--- config.mk ---
export PLATFORM = sky130hd
export DESIGN_NAME = min_priority_queue
export DESIGN_NICKNAME = d
export VERILOG_FILES = /design/src/rtl/core/mpq_pkg.sv /design/src/rtl/core/mpq_datapath.sv /design/src/rtl/core/mpq_ctrl.sv /design/src/rtl/core/min_priority_queue.sv
export SDC_FILE = /design/constraint.sdc
export NUM_CORES = 1
export LEC_CHECK = 0
export BUFFER_PORTS_ARGS = -buffer_cell sky130_fd_sc_hd__buf_2
export CAP_MARGIN = 20
export CORE_MARGIN = 2
export CORE_UTILIZATION = 60
export CTS_BUF_LIST = sky130_fd_sc_hd__clkbuf_4
export CTS_CLUSTER_SIZE = 14
export DETAILED_ROUTE_END_ITERATION = 8
export PLACE_DENSITY = 0.77
export SYNTH_ARGS = -nofsm -noshare
export SYNTH_HDL_FRONTEND = slang
export SYNTH_SLANG_ARGS = --single-unit
export TNS_END_PERCENT = 30
--- constraint.sdc ---
create_clock -name i_clk -period 4.84 [get_ports i_clk]
set_input_delay 0.242 -clock i_clk [delete_from_list [all_inputs] [get_ports i_clk]]
set_output_delay 0.242 -clock i_clk [all_outputs]
set_load 0.02 [all_outputs]
--- src/rtl/core/mpq_pkg.sv ---
// shared constants, codes and controller/datapath interface types for the priority queue
`default_nettype none

package mpq_pkg;

    localparam int CAPACITY = 16;
    localparam int IDX_W    = (CAPACITY > 1) ? $clog2(CAPACITY) : 1;
    localparam int CNT_W    = $clog2(CAPACITY + 1);
    localparam int TAG_W    = 16;
    localparam int KEY_W    = 16;
    localparam int ST_W     = 2;

    localparam logic [ST_W-1:0]  ST_OK    = 2'd0;
    localparam logic [ST_W-1:0]  ST_EMPTY = 2'd1;
    localparam logic [ST_W-1:0]  ST_FULL  = 2'd2;

    localparam logic [TAG_W-1:0] TAG_NONE = 16'hFFFF;

    localparam logic ACT_INSERT  = 1'b0;
    localparam logic ACT_EXTRACT = 1'b1;

    typedef struct packed {
        logic            load;          // capture the request on a start transfer
        logic            ins_write;     // store the captured pair at the tail
        logic            scan_start;    // begin minimum scan at the newest entry
        logic            scan_step;     // compare one entry, move to the older one
        logic            shift_start;   // begin closing the gap at the removed slot
        logic            shift_step;    // move one entry down by one slot
        logic            extract_done;  // drop one entry from the count
        logic            emit;          // present a result next cycle
        logic            emit_tag;      // result carries the found tag
        logic [ST_W-1:0] emit_status;
    } t_dp_cmd;

    typedef struct packed {
        logic is_insert;
        logic full;
        logic empty;
        logic ptr_zero;     // scan has reached the oldest entry
        logic best_last;    // removed entry is the newest, nothing to shift
        logic shift_last;   // this shift moves the newest entry
    } t_dp_sts;

endpackage

`default_nettype wire

--- src/rtl/core/mpq_datapath.sv ---
// entry storage, minimum scan and gap-closing shift of the priority queue
`default_nettype none

module mpq_datapath
    import mpq_pkg::*;
(
    input  wire              i_clk,
    input  wire              i_rst_n,
    input  wire              i_action,
    input  wire  [TAG_W-1:0] i_item_tag,
    input  wire  [KEY_W-1:0] i_item_key,
    input  t_dp_cmd          i_cmd,
    output t_dp_sts          o_sts,
    output logic             o_valid,
    output logic [TAG_W-1:0] o_out_tag,
    output logic [ST_W-1:0]  o_status
);

    logic [TAG_W-1:0] tag_mem [CAPACITY];
    logic [KEY_W-1:0] key_mem [CAPACITY];

    logic             r_action;
    logic [TAG_W-1:0] r_in_tag;
    logic [KEY_W-1:0] r_in_key;
    logic [CNT_W-1:0] r_fill;
    logic [IDX_W-1:0] r_ptr;
    logic [IDX_W-1:0] n_ptr;
    logic [TAG_W-1:0] r_rd_tag;
    logic [KEY_W-1:0] r_rd_key;
    logic             r_have;
    logic [IDX_W-1:0] r_best_idx;
    logic [KEY_W-1:0] r_best_key;
    logic [TAG_W-1:0] r_best_tag;
    logic             r_out_valid;
    logic [TAG_W-1:0] r_out_tag;
    logic [ST_W-1:0]  r_out_status;

    logic [IDX_W-1:0] rd_addr;
    logic             wr_en;
    logic [IDX_W-1:0] wr_addr;
    logic [TAG_W-1:0] wr_tag;
    logic [KEY_W-1:0] wr_key;
    logic             take_new;
    logic [IDX_W-1:0] tail_idx;

    assign tail_idx = IDX_W'(r_fill - CNT_W'(1));

    assign o_sts.is_insert  = (r_action == ACT_INSERT);
    assign o_sts.full       = (r_fill == CNT_W'(CAPACITY));
    assign o_sts.empty      = (r_fill == '0);
    assign o_sts.ptr_zero   = (r_ptr == '0);
    assign o_sts.best_last  = ((CNT_W'(r_best_idx) + CNT_W'(1)) == r_fill);
    assign o_sts.shift_last = ((CNT_W'(r_ptr) + CNT_W'(2)) == r_fill);

    // newest-to-oldest scan, strict compare keeps the newest of equal keys
    assign take_new = !r_have || ($signed(r_rd_key) < $signed(r_best_key));

    always_comb begin
        rd_addr = '0;
        n_ptr   = r_ptr;
        if (i_cmd.scan_start) begin
            rd_addr = tail_idx;
            n_ptr   = tail_idx;
        end else if (i_cmd.scan_step && !o_sts.ptr_zero) begin
            rd_addr = r_ptr - IDX_W'(1);
            n_ptr   = r_ptr - IDX_W'(1);
        end else if (i_cmd.shift_start) begin
            rd_addr = r_best_idx + IDX_W'(1);
            n_ptr   = r_best_idx;
        end else if (i_cmd.shift_step && !o_sts.shift_last) begin
            rd_addr = r_ptr + IDX_W'(2);
            n_ptr   = r_ptr + IDX_W'(1);
        end
    end

    always_comb begin
        wr_en   = 1'b0;
        wr_addr = r_ptr;
        wr_tag  = r_rd_tag;
        wr_key  = r_rd_key;
        if (i_cmd.ins_write) begin
            wr_en   = 1'b1;
            wr_addr = r_fill[IDX_W-1:0];
            wr_tag  = r_in_tag;
            wr_key  = r_in_key;
        end else if (i_cmd.shift_step) begin
            wr_en = 1'b1;
        end
    end

    always_ff @(posedge i_clk) begin
        if (wr_en) begin
            tag_mem[wr_addr] <= wr_tag;
            key_mem[wr_addr] <= wr_key;
        end
        r_rd_tag <= tag_mem[rd_addr];
        r_rd_key <= key_mem[rd_addr];
    end

    always_ff @(posedge i_clk) begin
        r_ptr <= n_ptr;
        if (i_cmd.load) begin
            r_action <= i_action;
            r_in_tag <= i_item_tag;
            r_in_key <= i_item_key;
        end
        if (i_cmd.scan_step && take_new) begin
            r_best_idx <= r_ptr;
            r_best_key <= r_rd_key;
            r_best_tag <= r_rd_tag;
        end
        if (i_cmd.emit) begin
            r_out_tag    <= i_cmd.emit_tag ? r_best_tag : TAG_NONE;
            r_out_status <= i_cmd.emit_status;
        end
    end

    always_ff @(posedge i_clk) begin
        if (!i_rst_n) begin
            r_fill      <= '0;
            r_have      <= 1'b0;
            r_out_valid <= 1'b0;
        end else begin
            r_out_valid <= i_cmd.emit;
            if (i_cmd.scan_start) begin
                r_have <= 1'b0;
            end else if (i_cmd.scan_step) begin
                r_have <= 1'b1;
            end
            if (i_cmd.ins_write) begin
                r_fill <= r_fill + CNT_W'(1);
            end else if (i_cmd.extract_done) begin
                r_fill <= r_fill - CNT_W'(1);
            end
        end
    end

    assign o_valid   = r_out_valid;
    assign o_out_tag = r_out_tag;
    assign o_status  = r_out_status;

endmodule

`default_nettype wire

--- src/rtl/core/mpq_ctrl.sv ---
// sequencing state machine of the priority queue
`default_nettype none

module mpq_ctrl
    import mpq_pkg::*;
(
    input  wire     i_clk,
    input  wire     i_rst_n,
    input  wire     start,
    input  t_dp_sts i_sts,
    output t_dp_cmd o_cmd,
    output logic    busy
);

    localparam logic [2:0] S_IDLE    = 3'd0;
    localparam logic [2:0] S_EXEC    = 3'd1;
    localparam logic [2:0] S_SCAN    = 3'd2;
    localparam logic [2:0] S_SHSTART = 3'd3;
    localparam logic [2:0] S_SHIFT   = 3'd4;

    logic [2:0] r_state;
    logic [2:0] n_state;

    always_comb begin
        n_state = r_state;
        o_cmd   = '0;
        unique case (r_state)
            S_IDLE: begin
                o_cmd.load = start;
                if (start) begin
                    n_state = S_EXEC;
                end
            end
            S_EXEC: begin
                if (i_sts.is_insert) begin
                    o_cmd.emit = 1'b1;
                    if (i_sts.full) begin
                        o_cmd.emit_status = ST_FULL;
                    end else begin
                        o_cmd.ins_write   = 1'b1;
                        o_cmd.emit_status = ST_OK;
                    end
                    n_state = S_IDLE;
                end else if (i_sts.empty) begin
                    o_cmd.emit        = 1'b1;
                    o_cmd.emit_status = ST_EMPTY;
                    n_state           = S_IDLE;
                end else begin
                    o_cmd.scan_start = 1'b1;
                    n_state          = S_SCAN;
                end
            end
            S_SCAN: begin
                o_cmd.scan_step = 1'b1;
                if (i_sts.ptr_zero) begin
                    n_state = S_SHSTART;
                end
            end
            S_SHSTART: begin
                if (i_sts.best_last) begin
                    o_cmd.extract_done = 1'b1;
                    o_cmd.emit         = 1'b1;
                    o_cmd.emit_tag     = 1'b1;
                    o_cmd.emit_status  = ST_OK;
                    n_state            = S_IDLE;
                end else begin
                    o_cmd.shift_start = 1'b1;
                    n_state           = S_SHIFT;
                end
            end
            S_SHIFT: begin
                o_cmd.shift_step = 1'b1;
                if (i_sts.shift_last) begin
                    o_cmd.extract_done = 1'b1;
                    o_cmd.emit         = 1'b1;
                    o_cmd.emit_tag     = 1'b1;
                    o_cmd.emit_status  = ST_OK;
                    n_state            = S_IDLE;
                end
            end
            default: begin
                n_state = S_IDLE;
            end
        endcase
    end

    always_ff @(posedge i_clk) begin
        if (!i_rst_n) begin
            r_state <= S_IDLE;
        end else begin
            r_state <= n_state;
        end
    end

    assign busy = (r_state != S_IDLE);

endmodule

`default_nettype wire

--- src/rtl/core/min_priority_queue.sv ---
// top level of the bounded min-priority queue of (tag, key) pairs
//
//   channel   ports                                       transfer
//   request   start, i_action, i_item_tag, i_item_key     start && !busy at a clock edge
//   result    o_valid, o_out_tag, o_status                o_valid high for one cycle
//
// insert, or extract from an empty queue: the result is registered from the execute state
// extract: execute, a scan step per entry from newest to oldest, then a shift step per
// entry newer than the minimum; one read port of the entry store serves scan and shift
// busy stays high until the result is registered; a new request may transfer while the
// result is shown. synchronous active-low reset empties the queue
// the receiver cannot stall, so a result is never held back
`default_nettype none

module min_priority_queue
    import mpq_pkg::*;
(
    input  wire              i_clk,
    input  wire              i_rst_n,
    input  wire              start,
    output logic             busy,
    input  wire              i_action,
    input  wire  [TAG_W-1:0] i_item_tag,
    input  wire  [KEY_W-1:0] i_item_key,
    output logic             o_valid,
    output logic [TAG_W-1:0] o_out_tag,
    output logic [ST_W-1:0]  o_status
);

    t_dp_cmd cmd;
    t_dp_sts sts;

    mpq_ctrl u_ctrl (
        .i_clk   (i_clk),
        .i_rst_n (i_rst_n),
        .start   (start),
        .i_sts   (sts),
        .o_cmd   (cmd),
        .busy    (busy)
    );

    mpq_datapath u_datapath (
        .i_clk      (i_clk),
        .i_rst_n    (i_rst_n),
        .i_action   (i_action),
        .i_item_tag (i_item_tag),
        .i_item_key (i_item_key),
        .i_cmd      (cmd),
        .o_sts      (sts),
        .o_valid    (o_valid),
        .o_out_tag  (o_out_tag),
        .o_status   (o_status)
    );

endmodule

`default_nettype wire

After elaboration in Yosys (flattened, before gate mapping) --
Memory sizes are Yosys's and may differ from the RTL's. A register that Yosys moved wholly into a read port is not among the register bits. Index checks and enable logic that the tools add are counted.
Word-level totals: logic and storage cells 95, memory bits (writable) 512, input bits 36, output and inout port bits 20, memories kept 2, bits in registers 101
Operators by class: $add $sub $neg 8, muxes and demuxes 45, bitwise gates (word level) 1, order comparisons 1, reductions and logical operators 15, eq/ne operators 10
Memories:
- u_datapath.key_mem | words 16, bits a word 16, read ports 1, clocked after Yosys merged registers in 1, wr ports 1, line mpq_datapath.sv:20 | logic [KEY_W-1:0] key_mem [CAPACITY];
- u_datapath.tag_mem | words 16, bits a word 16, read ports 1, clocked after Yosys merged registers in 1, wr ports 1, line mpq_datapath.sv:19 | logic [TAG_W-1:0] tag_mem [CAPACITY];
Operator list (count):
- two-way mux 4 bit | 9
- two-way mux 16 bit | 2
- two-way mux 5 bit | 4
- < comparator 16 bit | 1
- two-way mux 1 bit | 16
- case mux 3 bit (5 select lines) | 1
- two-way mux 3 bit | 4
- == test 5 bit | 2
- two-way mux 2 bit | 5
- adder 4 x 1 -> 4 bit, second input constant | 2
- == test 3 x 2 -> 1 bit, second input constant | 2
- case mux 2 bit (3 select lines) | 1
- adder 4 x 1 -> 5 bit, second input constant | 1
- adder 4 x 2 -> 5 bit, second input constant | 1
- adder 5 x 1 -> 5 bit, second input constant | 1
- == test 5 bit, second input constant | 1
- logical NOT 5 bit | 1
- subtractor 5 x 1 -> 5 bit, second input constant | 1
- adder 4 x 2 -> 4 bit, second input constant | 1
- logical NOT 4 bit | 1
- != test 2 x 1 -> 1 bit, second input constant | 2
- case mux 1 bit (2 select lines) | 2
- nonzero test 4 bit | 1
- subtractor 4 x 1 -> 4 bit, second input constant | 1
- 13 further kinds | 17

Logic depth before layout (Yosys ltp) --
word-level depth 8, depth in mapped cells 14, mapped depth without buffers 10

Modules after synthesis --
Synthesis repeated with hierarchy kept, for this count alone.
Unflattened totals: cell total of the unflattened synthesis 1783, area total of the unflattened synthesis 25653.4 um^2
Modules (own cells, without submodules):
- mpq_datapath | cells an instance 1749, seq. area each 18888.1 um^2, area each 25393.1 um^2, times used 1
- mpq_ctrl | cells an instance 34, seq. area each 60.1 um^2, area each 260.2 um^2, times used 1

Worst setup path before layout --
No wires, ideal clock.
path kind register to register, from register u_datapath.r_best_key[1], to register u_datapath.r_best_idx[0] (enable), data arrival time 3.465 ns, period minus slack after synthesis 3.906 ns, path buffers 0, setup time 0.441 ns, path slack 0.934 ns, cell stages (with the launch flop) 10, data required time 4.399 ns, cell sequence edfxtp_1 inv_1 ha_1 a21o_1 a21o_1 a21o_1 a21o_1 a21o_1 a211o_1 a21oi_1
On the way: longest elaborated chain between the ends 3
Ends and longest elaborated chain:
- from (decl) | line mpq_datapath.sv:32 | logic [KEY_W-1:0] r_best_key;
- from (signal assigned) | line mpq_datapath.sv:109 | r_best_key <= r_rd_key;
- < comparator 16 bit | line mpq_datapath.sv:56 | assign take_new = !r_have || ($signed(r_rd_key) < $signed(r_best_key));
- logical OR 1 bit | line mpq_datapath.sv:56
- logical AND 1 bit | line mpq_datapath.sv:107 | if (i_cmd.scan_step && take_new) begin
- to (signal assigned) | line mpq_datapath.sv:108 | r_best_idx <= r_ptr;
- to (decl) | line mpq_datapath.sv:31 | logic [IDX_W-1:0] r_best_idx;
No other way between the ends. A chain may end at the register's enable or synchronous reset.

Final worst setup path --
from register u_datapath.r_ptr[2], to register u_datapath.r_rd_tag[4], read port of u_datapath.tag_mem
On the way: longest elaborated chain between the ends 8, elaborated cells between the ends (all ways) 13, those cells by class 3 x add/sub; 1 x eq/ne; 4 x mux; 5 x reduce/logical
Ends and longest elaborated chain:
- from (decl) | line mpq_datapath.sv:26 | logic [IDX_W-1:0] r_ptr;
- from (signal assigned) | line mpq_datapath.sv:101 | r_ptr <= n_ptr;
- adder 4 x 2 -> 5 bit | line mpq_datapath.sv:53 | assign o_sts.shift_last = ((CNT_W'(r_ptr) + CNT_W'(2)) == r_fill);
- == test 5 bit | line mpq_datapath.sv:53
- logical NOT 1 bit | line mpq_datapath.sv:70 | end else if (i_cmd.shift_step && !o_sts.shift_last) begin
- logical AND 1 bit | line mpq_datapath.sv:70
- two-way mux 4 bit | line mpq_datapath.sv:70
- two-way mux 4 bit | line mpq_datapath.sv:67 | end else if (i_cmd.shift_start) begin
- two-way mux 4 bit * | line mpq_datapath.sv:64 | end else if (i_cmd.scan_step && !o_sts.ptr_zero) begin
- two-way mux 4 bit * | line mpq_datapath.sv:61 | if (i_cmd.scan_start) begin
- to (decl) | line mpq_datapath.sv:28 | logic [TAG_W-1:0] r_rd_tag;
Every way passes the cells marked *; elsewhere a longest branch is shown, timed or not.

==> impl_metrics.json <==
{
  "dpl.hpwl_um": 29800,
  "syn_area_um2": 25000,
  "vdd_drop_max_uv": 346,
  "setup_violations": 0,
  "seq_area_frac_synth_pct": 75.7,
  "power_frac_comb_pct": 3.3,
  "wl_um": 56200,
  "via_count": 13924,
  "cts_buffer_depth": 3,
  "dp_slack_ns": 0.723,
  "cts_sinks": 645,
  "cts_setup_buffers": 0,
  "skew_ns": 0.0434,
  "status": "completed",
  "syn_avg_cell_area_um2": 17.6,
  "vias_per_cell": 6.06,
  "grt_pass1_vias": 14210,
  "p_switching_mw": 2.37,
  "ff_latch_area_um2": 18900,
  "maxCapViolations": 0,
  "grt_max_degree": 66,
  "end_kind": "flip-flop",
  "hold_viol_final": 0,
  "drt-wirelength-per-cell_um": 24.4,
  "fin_nets": 1697,
  "ys_async_sr_fraction_pct": 0,
  "syn_inst": 1420,
  "setup_tns_ns": 0,
  "numCtsBuffers": 158,
  "slowest_delay_ns": 0.60,
  "die_h_um": 208,
  "drtIter0Drc": 1491,
  "synth.ff_latch_count": 645,
  "layout_commonest_cell": "edfxtp_1",
  "synth.distinct_cells": 59,
  "overflow": 0,
  "io_buffers": 55,
  "drc_errors": 0,
  "num_io_pins": 56,
  "worstPathArrival_ns": 4.87,
  "die-area_um2": 43400,
  "p_leak_nw": 11.4,
  "finalNonFillerCells": 2298,
  "synthToLayoutAreaGrowth_pct": 14.2,
  "clock_latency_ns": 0.86,
  "fp.coreArea_um2": 41000,
  "clk_pin_slew_ns": 0.07,
  "critical_path_class": "reg2reg",
  "cts_tree": "yes",
  "die_w_um": 208,
  "seqPwrFrac_pct": 56.0,
  "yosys_most_used_dff": "edfxtp_1",
  "startpoint_type": "flip-flop",
  "cts_resized": 0,
  "total_power_mw": 11.1,
  "grt_pass1_wl_um": 83500,
  "rsz0062_at_grt": "no",
  "crit_fanout": 32,
  "drt_pre_antenna_iters": 6,
  "p_clk_share_pct": 40.7,
  "grt_antenna_before_repair": 2,
  "finalCritPeriodShare_pct": 85.8,
  "syn-num-nets": 1479,
  "crit_chain": "ha_1, xor2_1, or3_1, a21oi_2, a21oi_1, a211oi_4, buf_12, buf_4, mux2i_1, o22ai_1, or4_1",
  "placed_cells": 1974,
  "final_cell_mix": "edfxtp_1, mux2i_1, clkbuf_4, o22ai_1, buf_2",
  "drive_above_1_share_pct": 25.1,
  "finalMaxSlewViolations": 0,
  "hp-class": "in2reg",
  "slew_headroom_pct": 29.6,
  "grtUsageTotal_pct": 26.2,
  "cp.required_ns": 5.56,
  "fillers": 2593,
  "multi_input_area_um2": 5710,
  "synth_edf_count": 603,
  "max_freq_ghz": 0.241,
  "swShare_pct": 21.3,
  "cts_hold_buf": 36,
  "p_per_area_nw_per_um2": 389,
  "internal_power_mw": 8.76,
  "globalplace.congestion": 0.896,
  "antenna_left": 0,
  "yosys_warnings": 0,
  "initial_core_util_pct": 61.0,
  "cpMaxStageDelayCell": "edfxtp_1",
  "rows": 74,
  "root_buffer": "clkbuf_4",
  "postLayoutSetupSlackWorst_ns": 0.689,
  "h-tree-depth": 4,
  "final.min_clock_period_ns": 4.15,
  "worst_slew_pin_slew_ns": 1.05,
  "holdWs_ns": 0.0913
}
==> registers in the layout, summed over array words and instances, names as in the netlist, 5 cells and up <==
signal	flops
u_datapath.key_mem	256
u_datapath.o_out_tag	16
u_datapath.r_best_key	16
u_datapath.r_best_tag	16
u_datapath.r_fill	5
u_datapath.r_in_key	16
u_datapath.r_in_tag	16
u_datapath.r_rd_key	16
u_datapath.r_rd_tag	16
u_datapath.tag_mem	256
==> per-layer routing <==
layer  vias to the layer above  GRT usage, %  routed length (um)
li1                       6187             -                   -
met1                      6914          35.2               22600
met2                       705          41.8               27300
met3                       118          6.32                4940
met4                         0          10.5                1350
met5                         -             0                   0
==> synth_stat cells, drive strengths merged, types with 10 or more instances <==
| library cell | instances | area share [%] |
|---|---|---|
| a21oi | 14 | 0.29 |
| nor2 | 37 | 0.55 |
| inv | 27 | 0.40 |
| or2 | 16 | 0.40 |
| buf | 64 | 1.6 |
| o22ai | 129 | 3.2 |
| nand3 | 10 | 0.22 |
| nand2 | 16 | 0.30 |
| ha | 23 | 1.1 |
| mux2i | 256 | 10 |
| dfxtp | 42 | 3.4 |
| mux2 | 32 | 1.4 |
| or4 | 32 | 0.96 |
| edfxtp | 603 | 72 |
| xnor2 | 12 | 0.42 |
==> critical path, delay by kind of cell (launching register included) <==
| kind | cells | cell delay (ns) |
|---|---|---|
| and+or+nand+nor | 2 | 0.86 |
| xor gates and xnor gates | 1 | 0.16 |
| adders and majority gates | 1 | 0.34 |
| AOI/OAI and AO/OA | 4 | 0.86 |
| buffers and inverters | 2 | 0.83 |
| muxes | 1 | 0.33 |
| DFF | 1 | 0.60 |
==> power groups by stage <==
stage / registers, mW / clock network, mW / logic (mW)
CTS: 6.24 / 4.62 / 0.360
finish: 6.24 / 4.53 / 0.363
floorplan: 6.34 / 0 / 0.220
detailed placement: 6.36 / 0 / 0.337
global placement: 6.36 / 0 / 0.321
global route: 6.24 / 4.90 / 0.391
==> path summary, 6_finish.rpt <==
kind,startpoint,endpoint,slack (ns),cells after the start
setup reg to reg,u_datapath.r_ptr[2],u_datapath.r_rd_tag[4],0.69,11
setup / recovery,u_datapath.r_ptr[2],u_datapath.r_rd_tag[4],0.69,11
hold reg to reg,u_datapath.r_rd_key[5],u_datapath.r_best_key[5],0.44,0
hold / removal,i_item_key[14],u_datapath.r_in_key[14],0.09,2
==> per-stage QoR <==
stage               utilization, %  cell area [um^2]
floorplan                        -             25000
global placement              63.7             26100
detailed placement            63.7             26100
CTS                           69.7             28600
global route                  69.7             28600
finish                        69.7             28600
==> logic make-up after synthesis <==
| family | after synthesis | synth area share [%] |
|---|---|---|
| AOI/OAI and AO/OA | 188 | 4.97 |
| xor gates and xnor gates | 21 | 0.735 |
| adders and majority gates | 23 | 1.15 |
| buffers and inverters | 100 | 2.17 |
| DFF | 645 | 75.7 |
| muxes | 288 | 11.7 |
| and+or+nand+nor | 155 | 3.59 |
==> final cells by class <==
type	instances	area share [%]
inverter	27	0.355
multi-input combinational	675	20.0
sequential	645	66.3
clock buffer	247	6.49
tap	532	2.33
timing repair buffer	131	3.71
clock inverter	40	0.862
antenna	1	0.00875
No activity file was read; power rests on OpenSTA's default activity.
